<file path="config.mk">
export PLATFORM = sky130hd
export DESIGN_NAME = chunk_semaphore_with_wait_queue
export DESIGN_NICKNAME = d
export VERILOG_FILES = /design/src/csq_pkg.sv /design/src/csq_cell.sv /design/src/chunk_semaphore_with_wait_queue.sv
export SDC_FILE = /design/constraint.sdc
export NUM_CORES = 1
export LEC_CHECK = 0
export BUFFER_PORTS_ARGS = -buffer_cell sky130_fd_sc_hd__clkbuf_2
export CORE_MARGIN = 2
export CORE_UTILIZATION = 56
export DETAILED_ROUTE_END_ITERATION = 16
export GPL_TIMING_DRIVEN = 0
export PLACE_DENSITY = 0.78
export SLEW_MARGIN = 10
export SYNTH_ARGS = -nofsm -noshare
export SYNTH_HDL_FRONTEND = slang
export SYNTH_SLANG_ARGS = --single-unit
</file>
<file path="constraint.sdc">
create_clock -name i_clk -period 3.9 [get_ports i_clk]
set_input_delay 0.195 -clock i_clk [delete_from_list [all_inputs] [get_ports i_clk]]
set_output_delay 0.195 -clock i_clk [all_outputs]
set_load 0.01 [all_outputs]
</file>
<file path="src/csq_pkg.sv">
`timescale 1ns / 1ps
`default_nettype none
// Shared types and constants of the chunk semaphore with wait queue.
// Used by csq_cell and by the top level chunk_semaphore_with_wait_queue.

package csq_pkg;

    localparam int ID_W            = 4;
    localparam int AMT_W           = 16;
    localparam int CRED_OUT_W      = 16;
    localparam int STATUS_W        = 3;
    localparam int CFG_IDX_W       = 1;
    localparam int CFG_DATA_W      = 16;
    localparam int DEF_QUEUE_DEPTH = 8;
    localparam int DEF_CREDIT_BITS = 16;

    localparam logic [CFG_IDX_W-1:0] CFG_FIFO_MODE    = 1'b0;
    localparam logic [CFG_IDX_W-1:0] CFG_INIT_CREDITS = 1'b1;

    localparam logic REQ_OBTAIN  = 1'b0;
    localparam logic REQ_RELEASE = 1'b1;

    typedef enum logic [STATUS_W-1:0] {
        ST_GRANTED  = 3'd0,
        ST_QUEUED   = 3'd1,
        ST_NO_WAIT  = 3'd2,
        ST_FULL     = 3'd3,
        ST_RELEASED = 3'd4
    } t_status;

    typedef enum logic [1:0] {
        S_IDLE,
        S_WALK,
        S_DONE
    } t_state;

    typedef struct packed {
        logic [ID_W-1:0]  owner;
        logic [AMT_W-1:0] amount;
    } t_waiter;

    typedef struct packed {
        logic load;
        logic shift;
        logic recirc;
    } t_cell_ctrl;

endpackage

`default_nettype wire

</file>
<file path="src/csq_cell.sv">
`timescale 1ns / 1ps
`default_nettype none
// One cell of the waiter queue: holds a single waiter entry.
// Depends on csq_pkg for the entry and control types.

module csq_cell
    import csq_pkg::*;
(
    input  wire logic       i_clk,
    input  wire t_cell_ctrl i_ctrl,
    input  wire t_waiter    i_new,
    input  wire t_waiter    i_next,
    input  wire t_waiter    i_head,
    output t_waiter         o_entry
);

    t_waiter r_entry;

    always_ff @(posedge i_clk) begin
        if (i_ctrl.load) begin
            r_entry <= i_new;
        end else if (i_ctrl.shift) begin
            if (i_ctrl.recirc) begin
                r_entry <= i_head;
            end else begin
                r_entry <= i_next;
            end
        end
    end

    assign o_entry = r_entry;

endmodule

`default_nettype wire

</file>
<file path="src/chunk_semaphore_with_wait_queue.sv">
`timescale 1ns / 1ps
`default_nettype none
// Top level of the chunk semaphore with wait queue.
// Depends on csq_pkg and on csq_cell for the chain of queue cells.

// The block holds a pool of credits and a queue of up to QUEUE_DEPTH waiters kept in a chain
// of cells that shift toward the head. An obtain transaction is answered with exactly one
// registered result. A release transaction takes the saturating add, then one step for each
// queued waiter, in which the whole chain shifts by one cell while the head entry is either
// granted or recirculated to the tail, then closes the walk and gives the final result, while
// a stalled output holds the walk. Each grant of a release is one result, the last one marked
// by tlast. Configuration writes load the FIFO mode bit (index 0) or the credit count
// (index 1) at once.

module chunk_semaphore_with_wait_queue
    import csq_pkg::*;
#(
    parameter int QUEUE_DEPTH = DEF_QUEUE_DEPTH,
    parameter int CREDIT_BITS = DEF_CREDIT_BITS
) (
    input  wire logic                  i_clk,
    input  wire logic                  i_rst_n,
    input  wire logic                  i_cfg_we,
    input  wire logic [CFG_IDX_W-1:0]  i_cfg_idx,
    input  wire logic [CFG_DATA_W-1:0] i_cfg_data,
    input  wire logic                  s_axis_tvalid,
    output logic                       s_axis_tready,
    // Fields from bit 0: requester_id[3:0], amount[19:4], wait_if_short[20], zero pad.
    input  wire logic [23:0]           s_axis_tdata,
    // Fields from bit 0: req_type[0].
    input  wire logic [0:0]            s_axis_tuser,
    output logic                       m_axis_tvalid,
    input  wire logic                  m_axis_tready,
    // Fields from bit 0: grant_id[3:0], credits_left[19:4], zero pad.
    output logic [23:0]                m_axis_tdata,
    // Fields from bit 0: status[2:0].
    output logic [STATUS_W-1:0]        m_axis_tuser,
    output logic                       m_axis_tlast
);

    localparam int CNT_W = $clog2(QUEUE_DEPTH + 1);
    localparam int CMP_W = (CREDIT_BITS > AMT_W) ? CREDIT_BITS : AMT_W;
    localparam logic [CREDIT_BITS-1:0] CREDIT_MAX = '1;

    t_state                  r_state, n_state;
    logic [CREDIT_BITS-1:0]  r_credit, n_credit;
    logic                    r_fifo;
    logic [CNT_W-1:0]        r_total;
    logic [CNT_W-1:0]        r_left;
    logic                    r_stop;
    logic [ID_W-1:0]         r_rel_id;
    logic                    r_pend_valid;
    logic [ID_W-1:0]         r_pend_id;
    logic [CRED_OUT_W-1:0]   r_pend_credit;
    logic                    r_out_valid;
    logic [ID_W-1:0]         r_out_id;
    t_status                 r_out_status;
    logic [CRED_OUT_W-1:0]   r_out_credit;
    logic                    r_out_last;

    logic                    req_type;
    logic [ID_W-1:0]         in_id;
    logic [AMT_W-1:0]        in_amount;
    logic                    in_wait;
    logic                    out_free;
    logic                    in_acc;
    logic                    obtain_acc;
    logic                    release_acc;
    logic                    obt_grant;
    logic                    obt_queue;
    t_status                 obt_status;
    logic                    head_ok;
    logic                    step_en;
    logic                    step_grant;
    logic                    done_en;
    logic [CMP_W:0]          rel_sum;
    logic [CMP_W-1:0]        n_credit_ext;
    logic [CRED_OUT_W-1:0]   n_credit_low;
    t_waiter                 new_entry;
    t_waiter                 cell_q [QUEUE_DEPTH];

    assign req_type  = s_axis_tuser[0];
    assign in_id     = s_axis_tdata[3:0];
    assign in_amount = s_axis_tdata[19:4];
    assign in_wait   = s_axis_tdata[20];

    assign out_free    = !r_out_valid || m_axis_tready;
    assign in_acc      = s_axis_tvalid && s_axis_tready;
    assign obtain_acc  = in_acc && (req_type == REQ_OBTAIN);
    assign release_acc = in_acc && (req_type == REQ_RELEASE);

    always_comb begin
        obt_grant  = 1'b0;
        obt_queue  = 1'b0;
        obt_status = ST_GRANTED;
        if (!(r_fifo && (r_total != '0)) && (CMP_W'(r_credit) >= CMP_W'(in_amount))) begin
            obt_grant = 1'b1;
        end else if (!in_wait) begin
            obt_status = ST_NO_WAIT;
        end else if (r_total == CNT_W'(QUEUE_DEPTH)) begin
            obt_status = ST_FULL;
        end else begin
            obt_queue  = 1'b1;
            obt_status = ST_QUEUED;
        end
    end

    assign head_ok = !r_stop && (CMP_W'(r_credit) >= CMP_W'(cell_q[0].amount));
    assign rel_sum = (CMP_W + 1)'(r_credit) + (CMP_W + 1)'(in_amount);

    always_comb begin
        n_state = r_state;
        case (r_state)
            S_IDLE: begin
                if (release_acc) begin
                    n_state = S_WALK;
                end
            end
            S_WALK: begin
                if (r_left == '0) begin
                    n_state = S_DONE;
                end
            end
            S_DONE: begin
                if (out_free) begin
                    n_state = S_IDLE;
                end
            end
            default: n_state = S_IDLE;
        endcase
    end

    always_comb begin
        s_axis_tready = 1'b0;
        step_en       = 1'b0;
        done_en       = 1'b0;
        case (r_state)
            S_IDLE: s_axis_tready = out_free;
            S_WALK: step_en = (r_left != '0) && (!(head_ok && r_pend_valid) || out_free);
            S_DONE: done_en = out_free;
            default: s_axis_tready = 1'b0;
        endcase
    end

    assign step_grant = step_en && head_ok;

    always_comb begin
        n_credit = r_credit;
        if (i_cfg_we && (i_cfg_idx == CFG_INIT_CREDITS)) begin
            n_credit = CREDIT_BITS'(CMP_W'(i_cfg_data));
        end else if (obtain_acc && obt_grant) begin
            n_credit = CREDIT_BITS'(CMP_W'(r_credit) - CMP_W'(in_amount));
        end else if (release_acc) begin
            if (rel_sum > (CMP_W + 1)'(CREDIT_MAX)) begin
                n_credit = CREDIT_MAX;
            end else begin
                n_credit = CREDIT_BITS'(rel_sum);
            end
        end else if (step_grant) begin
            n_credit = CREDIT_BITS'(CMP_W'(r_credit) - CMP_W'(cell_q[0].amount));
        end
    end

    assign n_credit_ext = CMP_W'(n_credit);
    assign n_credit_low = n_credit_ext[CRED_OUT_W-1:0];

    always_ff @(posedge i_clk) begin
        if (!i_rst_n) begin
            r_state      <= S_IDLE;
            r_credit     <= '0;
            r_fifo       <= 1'b1;
            r_total      <= '0;
            r_left       <= '0;
            r_stop       <= 1'b0;
            r_pend_valid <= 1'b0;
            r_out_valid  <= 1'b0;
        end else begin
            r_state  <= n_state;
            r_credit <= n_credit;
            if (i_cfg_we && (i_cfg_idx == CFG_FIFO_MODE)) begin
                r_fifo <= i_cfg_data[0];
            end
            if (obtain_acc && obt_queue) begin
                r_total <= r_total + 1'b1;
            end else if (step_grant) begin
                r_total <= r_total - 1'b1;
            end
            if (release_acc) begin
                r_left       <= r_total;
                r_stop       <= 1'b0;
                r_pend_valid <= 1'b0;
            end else if (step_en) begin
                r_left <= r_left - 1'b1;
                if (!head_ok && r_fifo) begin
                    r_stop <= 1'b1;
                end
                if (head_ok) begin
                    r_pend_valid <= 1'b1;
                end
            end
            if (obtain_acc || (step_grant && r_pend_valid) || done_en) begin
                r_out_valid <= 1'b1;
            end else if (m_axis_tready) begin
                r_out_valid <= 1'b0;
            end
        end
    end

    always_ff @(posedge i_clk) begin
        if (release_acc) begin
            r_rel_id <= in_id;
        end
        if (step_grant) begin
            r_pend_id     <= cell_q[0].owner;
            r_pend_credit <= n_credit_low;
        end
        if (obtain_acc) begin
            r_out_id     <= in_id;
            r_out_status <= obt_grant ? ST_GRANTED : obt_status;
            r_out_credit <= n_credit_low;
            r_out_last   <= 1'b1;
        end else if (step_grant && r_pend_valid) begin
            r_out_id     <= r_pend_id;
            r_out_status <= ST_GRANTED;
            r_out_credit <= r_pend_credit;
            r_out_last   <= 1'b0;
        end else if (done_en) begin
            r_out_last <= 1'b1;
            if (r_pend_valid) begin
                r_out_id     <= r_pend_id;
                r_out_status <= ST_GRANTED;
                r_out_credit <= r_pend_credit;
            end else begin
                r_out_id     <= r_rel_id;
                r_out_status <= ST_RELEASED;
                r_out_credit <= n_credit_low;
            end
        end
    end

    assign new_entry.owner  = in_id;
    assign new_entry.amount = in_amount;

    for (genvar i = 0; i < QUEUE_DEPTH; i++) begin : g_cell
        t_cell_ctrl cell_ctrl;
        t_waiter    cell_next;

        assign cell_ctrl.load   = obtain_acc && obt_queue && (r_total == CNT_W'(i));
        assign cell_ctrl.shift  = step_en;
        assign cell_ctrl.recirc = !head_ok && (r_total == CNT_W'(i + 1));

        if (i == QUEUE_DEPTH - 1) begin : g_tail
            assign cell_next = '0;
        end else begin : g_mid
            assign cell_next = cell_q[i + 1];
        end

        csq_cell u_cell (
            .i_clk   (i_clk),
            .i_ctrl  (cell_ctrl),
            .i_new   (new_entry),
            .i_next  (cell_next),
            .i_head  (cell_q[0]),
            .o_entry (cell_q[i])
        );
    end

    assign m_axis_tvalid = r_out_valid;
    assign m_axis_tdata  = {4'b0, r_out_credit, r_out_id};
    assign m_axis_tuser  = r_out_status;
    assign m_axis_tlast  = r_out_last;

`ifndef SYNTHESIS
    a_total_bound: assert property (@(posedge i_clk) disable iff (!i_rst_n)
        r_total <= CNT_W'(QUEUE_DEPTH))
        else $error("Waiter count exceeds the queue depth.");

    a_left_bound: assert property (@(posedge i_clk) disable iff (!i_rst_n)
        (r_state == S_WALK) |-> (r_left <= r_total))
        else $error("Walk has more waiters left than are queued.");

    a_release_walk: assert property (@(posedge i_clk) disable iff (!i_rst_n)
        release_acc |=> (r_state == S_WALK))
        else $error("Release transaction did not start a walk.");

    a_obtain_result: assert property (@(posedge i_clk) disable iff (!i_rst_n)
        obtain_acc |=> (m_axis_tvalid && m_axis_tlast))
        else $error("Obtain transaction did not produce a final result.");
`endif

endmodule

`default_nettype wire
</file>
==> results of run 1 <==
-- state kept, by name, summed over array words and instances, names as in the netlist, 2 cells and up --
signal / count
r_pend_id: 4
r_credit: 16
g_cell.u_cell.o_entry: 160
r_state: 2
r_pend_credit: 16
r_total: 4
m_axis_tuser: 3
r_left: 4
r_rel_id: 4
r_out_id: 4
r_out_credit: 16
-- kinds of logic (layout without fill, tap and decap cells) --
logic type | after synthesis | after routing | share of synthesized area
buffers and inverters | 167 | 298 | 0.05186
muxes | 53 | 53 | 0.03941
xor gates and xnor gates | 18 | 18 | 0.01129
adders and majority gates | 56 | 56 | 0.05177
DFF | 238 | 238 | 0.4894
other | 1 | 4 | 0.0002685
AOI/OAI and AO/OA | 456 | 457 | 0.1969
and+or+nand+nor | 503 | 503 | 0.1591
-- report_power, final --
group	total, mW	switching [mW]	internal [mW]
clock network	2.43	0.992	1.44
logic	1.33	0.841	0.484
registers	3.06	0.0912	2.97
total	6.81	1.92	4.89
-- synth_stat cells, types with 5 or more instances --
library cell and instances:
a211oi_1 10, a21o_1 14, a21oi_1 264, a221o_1 5, a221oi_1 8, a22o_1 21
a31oi_1 11, and2_1 12, and3_1 6, buf_2 36, buf_4 7, clkbuf_1 61
dfxtp_1 31, edfxtp_1 207, ha_1 53, inv_1 53, mux2_2 12, mux2i_1 40
nand2_1 94, nand2b_1 11, nand3_1 12, nand3_2 5, nand3b_1 6, nand4_1 8
nor2_1 294, nor2b_1 11, nor3_1 14, nor4_1 5, o211ai_1 6, o21a_1 8
o21ai_0 31, o21ai_1 23, o21bai_1 5, o31ai_1 7, or3_1 5, xnor2_1 13
xor2_1 5
-- through the flow --
stage | power (mW) | hold slack, ps | area, sq um | util
finish | 6.814 | 8.794 | 15950 | 0.6539
global route | 7.061 | 32.31 | 15950 | 0.6539
CTS | 6.781 | 4.122 | 15830 | 0.6488
detailed placement | 4.350 | 396.9 | 14730 | 0.6038
global placement | 4.322 | 390.3 | 14730 | 0.6040
floorplan | 3.967 | 293.9 | 13990 | -
-- critical path: stages (launching register included) --
cell	delay [ps]
dfxtp_1	370
ha_1	290
buf_2	210
nand3_1	200
or3_1	410
a31oi_2	310
a211oi_4	100
or2_1	250
and3_1	190
buf_2	160
buf_2	210
nand3_2	180
buf_2	330
nand2_8	200
-- final timing paths --
check,start,to
min reg2reg,r_left[1]$_SDFFE_PN0P_,r_left[1]$_SDFFE_PN0P_
max reg2reg,r_credit[12]$_SDFF_PN0_,g_cell[3].u_cell.o_entry[7]$_DFFE_PP_
min,i_cfg_idx,r_fifo$_SDFFE_PN1P_
max,r_credit[12]$_SDFF_PN0_,g_cell[3].u_cell.o_entry[7]$_DFFE_PP_
-- routing by layer --
layer | share of wire | wire [microns] | vias up
li1 | - | - | 5614
met1 | 0.43 | 17830 | 5772
met2 | 0.46 | 18790 | 581
met3 | 0.085 | 3521 | 86
met4 | 0.027 | 1123 | 0
met5 | 0 | 0 | -
-- timing repair --
| item | 4_1_cts | 5_1_grt |
|---|---|---|
| buffers inserted | 2 | 1 |
| endpoints found under the setup margin | 292 | 307 |
| endpoints found under the hold margin | 14 | 0 |
| hold buffers | 13 | 0 |
| pin swaps | 2 | 0 |
| gates cloned | 1 | 0 |
| gates resized for setup | 32 | 32 |
-- cell type report --
type                       count  area (sq um)  share of cell area
sequential                   238          6837              0.4287
multi-input combinational   1091          6609              0.4144
clock buffer                  42         825.8             0.05178
tap                          324         405.4             0.02542
buffer                       110         544.3             0.03413
clock inverter                 6         25.02            0.001569
inverter                      56         210.2             0.01318
timing repair buffer          84         493.0             0.03091
==> results.yml, run 1 <==
final_layout:
  layout-drive-gt1-share: 0.1420
  area_growth_pct: 14.18
  fin_nets: 1710
  mostFrequentLayoutCells: "nor2_1 (294), a21oi_1 (263), edfxtp_1 (207), clkbuf_2 (85), nand2_1 (80)"
  fill_cells: 2023
  insertedDiodeCount: 0
  final_cells: 1951
  layout_commonest_cell: "nor2_1"
clock_network:
  cts_buffers: 26
  cts.sinks: 238
  clk_pin_slew_ps: 60
  cts-root-buf: "clkbuf_16"
  htreeDepth: 1
  clkLatencyLatePin_ps: 530
  cts_tree: "built"
  clock_path_buffers: 3
grt:
  grtUsageMet3: 0.04545
  grt_pass1_vias: 11430
  grt_use_total: 0.3085
  busiest_layer: "met2"
  use_met1: 0.4498
  grt_max_degree: 31
  grt_first_pass_wirelength_mm: 63.13
  overflow: 0
  antenna_found_initial: 0
  use_met2: 0.4859
logic_synthesis:
  synthArstFlopShare: 0
  syn_inst: 1492
  yosys_warnings: 0
  synth_top_area_share: 0.4450
  synthFlopType: "edfxtp_1"
  synth_area_per_cell_sq_um: 9.362
  synthTopCellsByArea: "edfxtp_1 (45%), a21oi_1 (9.5%), nor2_1 (7.9%)"
  yosys.area.top_type: "edfxtp_1"
  netlist_area_sq_mm: 0.01397
  yosysSeqAreaShare: 0.4894
  ys_ff_latch: 238
  synth_enable_flop_cells: 207
  synth_cell_types: 82
timing:
  hold_violations: 0
  finalCriticalPeriod_ps: 3758
  rsz0062_at_grt: "false"
  final.setup_skew_ps: 13.09
  fmax_mhz: 266.1
  worst_pin_slew_ps: 732.5
  worst_slack_ps: 142.3
  setup_viol: 0
  max_slew_margin: 0.5073
  tns_ps: 0
  layout_worst_path_cycle_share: 0.9635
  drv_slew: 0
drt:
  num_vias: 12050
  firstDrtPassIters: 6
  routed_wl_mm: 41.26
  drcViolationCount: 0
  drt_iter0_drc: 1528
  via_per_inst: 6.178
  antenna_left: 0
  wl_per_cell_microns: 21.15
die:
  num_io_pins: 77
  die_w_microns: 161.9
  fp.dieH_microns: 161.9
  num_rows: 57
  start_util: 0.5727
  core_sq_mm: 0.02439
  die-area_sq_mm: 0.02622
setup_path:
  worst_ep_required_time_ps: 4120
  rrSetupSlack_ps: 140
  worstPathArrival_ps: 3980
  critical_path_peak_fanout: 20
  worst_r2r_path_depth: 13
  start_kind: "register"
  path_class: "register to register"
  setup.worst_path.end_class: "register"
pwr:
  p_leak_nw: 6.456
  powerDensity_mw_per_mm2: 427.2
  ir_drop_mv: 0.3726
outcome:
  status: "finished clean"
hold_path:
  hold_class: "primary input to register"
  holdPathStages: 4
placed_design:
  dp.cells: 1887
  port_buffers: 68
  gp_congestion: 0.9518
  dp_hpwl_mm: 30.86
  placement.setup.worst_slack_ps: -923.2
flow_run:
  max_cap_violations: 0
Note: power is estimated with default switching activity, not from simulation.
==> run 2, diff against run 1 <==
--- a/config.mk
+++ b/config.mk
@@ -9,9 +9,9 @@
 export CORE_MARGIN = 2
 export CORE_UTILIZATION = 56
 export DETAILED_ROUTE_END_ITERATION = 16
-export GPL_TIMING_DRIVEN = 0
 export PLACE_DENSITY = 0.78
 export SLEW_MARGIN = 10
 export SYNTH_ARGS = -nofsm -noshare
 export SYNTH_HDL_FRONTEND = slang
 export SYNTH_SLANG_ARGS = --single-unit
+export TNS_END_PERCENT = 10
==> run 2 against run 1 <==
Net effect: non-clock buffer count is 42 lower; clock-buffer cell count is 3 lower; register-to-register slack better by 120 ps; hold slack better by 21 ps; final cell count is 2.3% lower; largest cell class unchanged; critical path depth is 1 lower; final area is 0.85% lower; routed wire length is 3.7% lower; sequential power hardly changed; critical endpoint is now g_cell[0].u_cell.o_entry[11]$_DFFE_PP_; clock skew is 8.7 ps higher.
==> results.yml, run 2 (synthesized netlist as in run 1, its figures left out) <==
outcome:
  status: "finished clean"
setup_path:
  worstPathArrival_ps: 3870
  setup.worst_path.end_class: "register"
  worst_ep_required_time_ps: 4130
  critical_path_peak_fanout: 16
  start_kind: "register"
  path_class: "register to register"
final_layout:
  insertedDiodeCount: 0
  final_util: 0.6484
  mostFrequentLayoutCells: "nor2_1 (294), a21oi_1 (264), edfxtp_1 (207), nand2_1 (94), clkbuf_2 (69)"
  fin_nets: 1666
  final_design_area_no_fill_sq_mm: 0.01581
  fill_cells: 1986
  layout_commonest_cell: "nor2_1"
  layout-drive-gt1-share: 0.1372
  seq_area_sq_mm: 0.006837
  largest_reg_flops: 160
  final_cells: 1906
  area_growth_pct: 13.21
  multiInputGateArea_sq_mm: 0.006421
placed_design:
  placement.setup.worst_slack_ps: 211.3
  postPlaceCellArea_sq_mm: 0.01495
  dp_hpwl_mm: 27.89
  port_buffers: 69
  gp_congestion: 0.9646
  dp.cells: 1850
grt:
  grt_max_degree: 41
  grt_use_total: 0.3021
  antenna_found_initial: 0
  overflow: 0
  grt_first_pass_wirelength_mm: 61.58
  grt_pass1_vias: 11040
drt:
  wl_per_cell_microns: 20.84
  antenna_left: 0
  drcViolationCount: 0
  via_per_inst: 6.103
  firstDrtPassIters: 6
  routed_wl_mm: 39.73
  drt_iter0_drc: 1203
  num_vias: 11630
timing:
  drv_slew: 0
  rsz0062_at_grt: "false"
  worst_slack_ps: 261.0
  final.setup_skew_ps: 21.78
  hold_slack_ps: 29.31
  setup_viol: 0
  max_slew_margin: 0.4328
  layout_worst_path_cycle_share: 0.9331
  fmax_mhz: 274.8
  tns_ps: 0
  hold_violations: 0
  worst_pin_slew_ps: 845.6
  finalCriticalPeriod_ps: 3639
pwr:
  p_leak_nw: 6.487
  finalPower_mw: 6.657
  powerDensity_mw_per_mm2: 421.0
  ir_drop_mv: 0.3775
hold_path:
  hold_class: "primary input to register"
die:
  fp.dieH_microns: 161.9
  die_w_microns: 161.9
  die-area_sq_mm: 0.02622
  num_io_pins: 77
  core_sq_mm: 0.02439
  num_rows: 57
  start_util: 0.5727
clock_network:
  clkLatencyLatePin_ps: 540
  cts.sinks: 238
  htreeDepth: 1
  cts-root-buf: "clkbuf_16"
  clock_path_buffers: 3
  cts_buffers: 25
  cts_tree: "built"
  clk_pin_slew_ps: 60
flow_run:
  max_cap_violations: 0
## run 2: changes by cell type in the layout (fill, tap and decap cells not counted), moves of 5 or more
cell / previous run / this run
clkbuf_2: 85 / 69
buf_2: 35 / 0
nand2_2: 7 / 0
buf_12: 0 / 15
clkbuf_1: 52 / 11
buf_4: 10 / 58
nand2_1: 80 / 94
nand2_8: 5 / 0
## run 2: timing repair
item                                   in CTS  in global routing
resized for setup                           0                  1
setup endpoints to repair                   0                 16
setup buffers                               0                  0
endpoints found under the hold margin      11                  0
hold buffers                               10                  0
## run 2: area by class of cell
class,count,area share
clock inverter,7,0.002532
clock buffer,39,0.04549
multi-input combinational,1090,0.4060
tap,324,0.02563
inverter,56,0.01329
timing repair buffer,152,0.07469
sequential,238,0.4323
## run 2: final timing paths
| kind | from | to | slack [ps] | depth (start not counted) |
|---|---|---|---|---|
| max reg2reg | r_credit[0]$_SDFF_PN0_ | g_cell[0].u_cell.o_entry[11]$_DFFE_PP_ | 260 | 12 |
| min reg2reg | r_left[1]$_SDFFE_PN0P_ | r_left[1]$_SDFFE_PN0P_ | 500 | 2 |
| max | r_credit[0]$_SDFF_PN0_ | g_cell[0].u_cell.o_entry[11]$_DFFE_PP_ | 260 | 12 |
| min | i_cfg_data[3] | r_pend_credit[3]$_DFFE_PN_ | 30 | 3 |
## run 2: metal layers
metal,track usage,wire (microns)
met1,0.4234,16970
met2,0.5050,19010
met3,0.03524,2799
met4,0.07482,945
met5,0,0
## run 2: critical path, cell delays in order (launching register included)
cell	delay (ps)
dfxtp_1	320
inv_1	100
ha_1	200
fa_1	240
nor2b_1	60
o21ai_0	370
a31oi_1	260
a211oi_2	360
or2_1	180
and3_2	340
nand3_2	320
nand2_1	360
buf_12	200
## run 2: power by group
group | internal [mW] | switching [mW]
clock network | 1.27 | 0.994
logic | 0.517 | 0.824
registers | 2.96 | 0.0900
total | 4.75 | 1.91
==> run 3, diff against run 2 <==
--- a/config.mk
+++ b/config.mk
@@ -7,9 +7,9 @@
 export LEC_CHECK = 0
 export BUFFER_PORTS_ARGS = -buffer_cell sky130_fd_sc_hd__clkbuf_2
 export CORE_MARGIN = 2
-export CORE_UTILIZATION = 56
+export CORE_UTILIZATION = 25
 export DETAILED_ROUTE_END_ITERATION = 16
-export PLACE_DENSITY = 0.78
+export PLACE_DENSITY = 0.42
 export SLEW_MARGIN = 10
 export SYNTH_ARGS = -nofsm -noshare
 export SYNTH_HDL_FRONTEND = slang
==> run 3 against run 2 <==
Net effect: die area rose by 120%; clock power grew 15%; largest power group unchanged; final area increased by 5.7%; final cell count rose by 24%; sequential cell count unchanged; first-iteration DRC count decreased by 25%; sequential share of layout area decreased by 2.3 points; clock skew down 9.9 ps; critical path depth stayed put; global-route usage shrank 15 points; clock-buffer cell count up 2; routed wire length increased by 13%.
==> results.yml, run 3 (synthesized netlist as in run 1, its figures left out) <==
drt:
  num_vias: 11360
  drt_iter0_drc: 898
  routed_wl_mm: 44.73
  firstDrtPassIters: 5
  antenna_left: 0
  wl_per_cell_microns: 18.90
  drcViolationCount: 0
  via_per_inst: 4.801
pwr:
  pwr-share-seq: 0.433
  internal-power_mw: 5.026
  powerDensity_mw_per_mm2: 420.9
  ir_drop_mv: 0.2896
  p_leak_nw: 6.676
  p_clk_frac: 0.368
  p_sw_frac: 0.2856
  combPwrFrac: 0.199
  switchingPower_mw: 2.009
die:
  core_sq_mm: 0.05520
  fp.dieH_microns: 240.4
  num_io_pins: 77
  num_rows: 86
  start_util: 0.2530
  die-area_sq_mm: 0.05778
  die_w_microns: 240.4
final_layout:
  fill_cells: 5767
  largest_reg_flops: 160
  insertedDiodeCount: 0
  mostFrequentLayoutCells: "nor2_1 (293), a21oi_1 (264), edfxtp_1 (207), nand2_1 (94), buf_4 (83)"
  layout-drive-gt1-share: 0.1539
  layout_commonest_cell: "nor2_1"
  fin_nets: 1699
  final_design_area_no_fill_sq_mm: 0.01671
  area_growth_pct: 19.65
setup_path:
  crit_family: "simple AND/OR/NAND/NOR gates"
  critical_path_peak_fanout: 13
  path_class: "register to register"
  worstSetupStartpoint: "r_credit[0]$_SDFF_PN0_"
  worst_ep_required_time_ps: 4220
  cp_cell_sequence: "inv_1 > ha_1 > fa_1 > nand2b_1 > a21oi_1 > o21ai_0 > a31oi_2 > buf_4 > nand3_1 > nand2_1 > nand2_1 > buf_12"
  path_common_cell: "nand2_1"
  worstPathArrival_ps: 3980
  start_kind: "register"
  cp_num_buf_inv: 3
  slowest_stage: "nand2_1"
  setup.worst_path.end_class: "register"
  r2r_start: "r_credit[0]$_SDFF_PN0_"
  max_stage_delay_ps: 440
clock_network:
  clkLatencyLatePin_ps: 560
  cts_setup_buffers: 0
  clk_pin_slew_ps: 60
  cts_tree: "built"
  cts_buffers: 28
  cts-root-buf: "clkbuf_16"
  cts.sinks: 238
  htreeDepth: 1
  clock_path_buffers: 3
timing:
  layout_worst_path_cycle_share: 0.9390
  drv_slew: 0
  finalCriticalPeriod_ps: 3662
  setup_viol: 0
  hold_violations: 0
  worst_pin_slew_ps: 919.4
  fmax_mhz: 273.1
  max_slew_margin: 0.3871
  tns_ps: 0
  final.setup_skew_ps: 11.92
  worst_slack_ps: 237.9
  rsz0062_at_grt: "false"
grt:
  antenna_found_initial: 1
  grt_first_pass_wirelength_mm: 67.05
  overflow: 0
  grt_max_degree: 41
  grt_use_total: 0.1533
  grt_pass1_vias: 10840
hold_path:
  hold_start: "s_axis_tdata[3]"
  hold_class: "primary input to register"
placed_design:
  postPlaceCellArea_sq_mm: 0.01564
  gp_congestion: 0.8515
  placement.setup.worst_slack_ps: 239.6
  port_buffers: 69
  dp_hpwl_mm: 32.81
flow_run:
  max_cap_violations: 0
outcome:
  status: "finished clean"
run 3: cell count changes in the layout (fill, tap and decap cells not counted), moves of 3 or more:
| cell | before | now |
|---|---|---|
| clkbuf_8 | 2 | 5 |
| buf_4 | 58 | 83 |
| clkbuf_16 | 26 | 29 |
| dlygate4sd3_1 | 10 | 17 |
| clkbuf_1 | 11 | 7 |
| clkinv_1 | 2 | 6 |
run 3: what timing repair did:
| action | CTS | global route |
|---|---|---|
| hold endpoints to repair | 23 | 0 |
| setup endpoints to repair | 0 | 8 |
| hold buffers | 17 | 0 |
| resized for setup | 0 | 1 |
run 3: per-stage QoR:
step | power, mW | util | instances | hold WS [ps]
floorplan | 3.967 | - | 1495 | 293.9
global placement | 4.477 | 0.2834 | 2297 | 442.3
detailed placement | 4.485 | 0.2834 | 2297 | 450.7
CTS | 7.110 | 0.3028 | 2366 | 5.258
global route | 7.354 | 0.3028 | 2366 | 31.33
finish | 7.035 | 0.3028 | 2366 | 12.89
run 3: worst paths after layout:
kind | to | slack (ps) | depth (start not counted)
worst max-delay path | g_cell[4].u_cell.o_entry[11]$_DFFE_PP_ | 240 | 12
worst min-delay path | r_rel_id[3]$_DFFE_PP_ | 10 | 1
worst max register to register | g_cell[4].u_cell.o_entry[11]$_DFFE_PP_ | 240 | 12
worst min register to register | r_left[1]$_SDFFE_PN0P_ | 490 | 2
run 3: area by class of cell:
class                      count  area [sq um]  area share
multi-input combinational   1090          6434      0.3849
tap                          748         935.9     0.05600
clock inverter                11         77.57    0.004641
clock buffer                  41         820.8     0.04911
inverter                      56         210.2     0.01258
sequential                   238          6837      0.4090
timing repair buffer         182          1399     0.08370
run 3: power by group through the flow:
| stage | clock network (mW) | logic, mW | registers [mW] |
|---|---|---|---|
| CTS | 2.66 | 1.40 | 3.05 |
| floorplan | 0 | 0.880 | 3.09 |
| detailed placement | 0 | 1.38 | 3.10 |
| global placement | 0 | 1.38 | 3.10 |
| global route | 2.75 | 1.54 | 3.06 |
| finish | 2.59 | 1.40 | 3.05 |
run 3: worst register-to-register path, cell delays in order, from the launching register on:
cell and delay, ps:
dfxtp_1 340, inv_1 90, ha_1 230, fa_1 410, nand2b_1 180, a21oi_1 340
o21ai_0 260, a31oi_2 250, buf_4 200, nand3_1 120, nand2_1 440, nand2_1 310
buf_12 240
run 3: routing by layer:
metal,vias to the layer above,wire [microns],global-route usage
met3,40,1874,0.02170
met4,2,682,0.02522
met1,5496,22170,0.2235
met5,-,13,0
li1,5581,-,-
met2,239,19980,0.2432
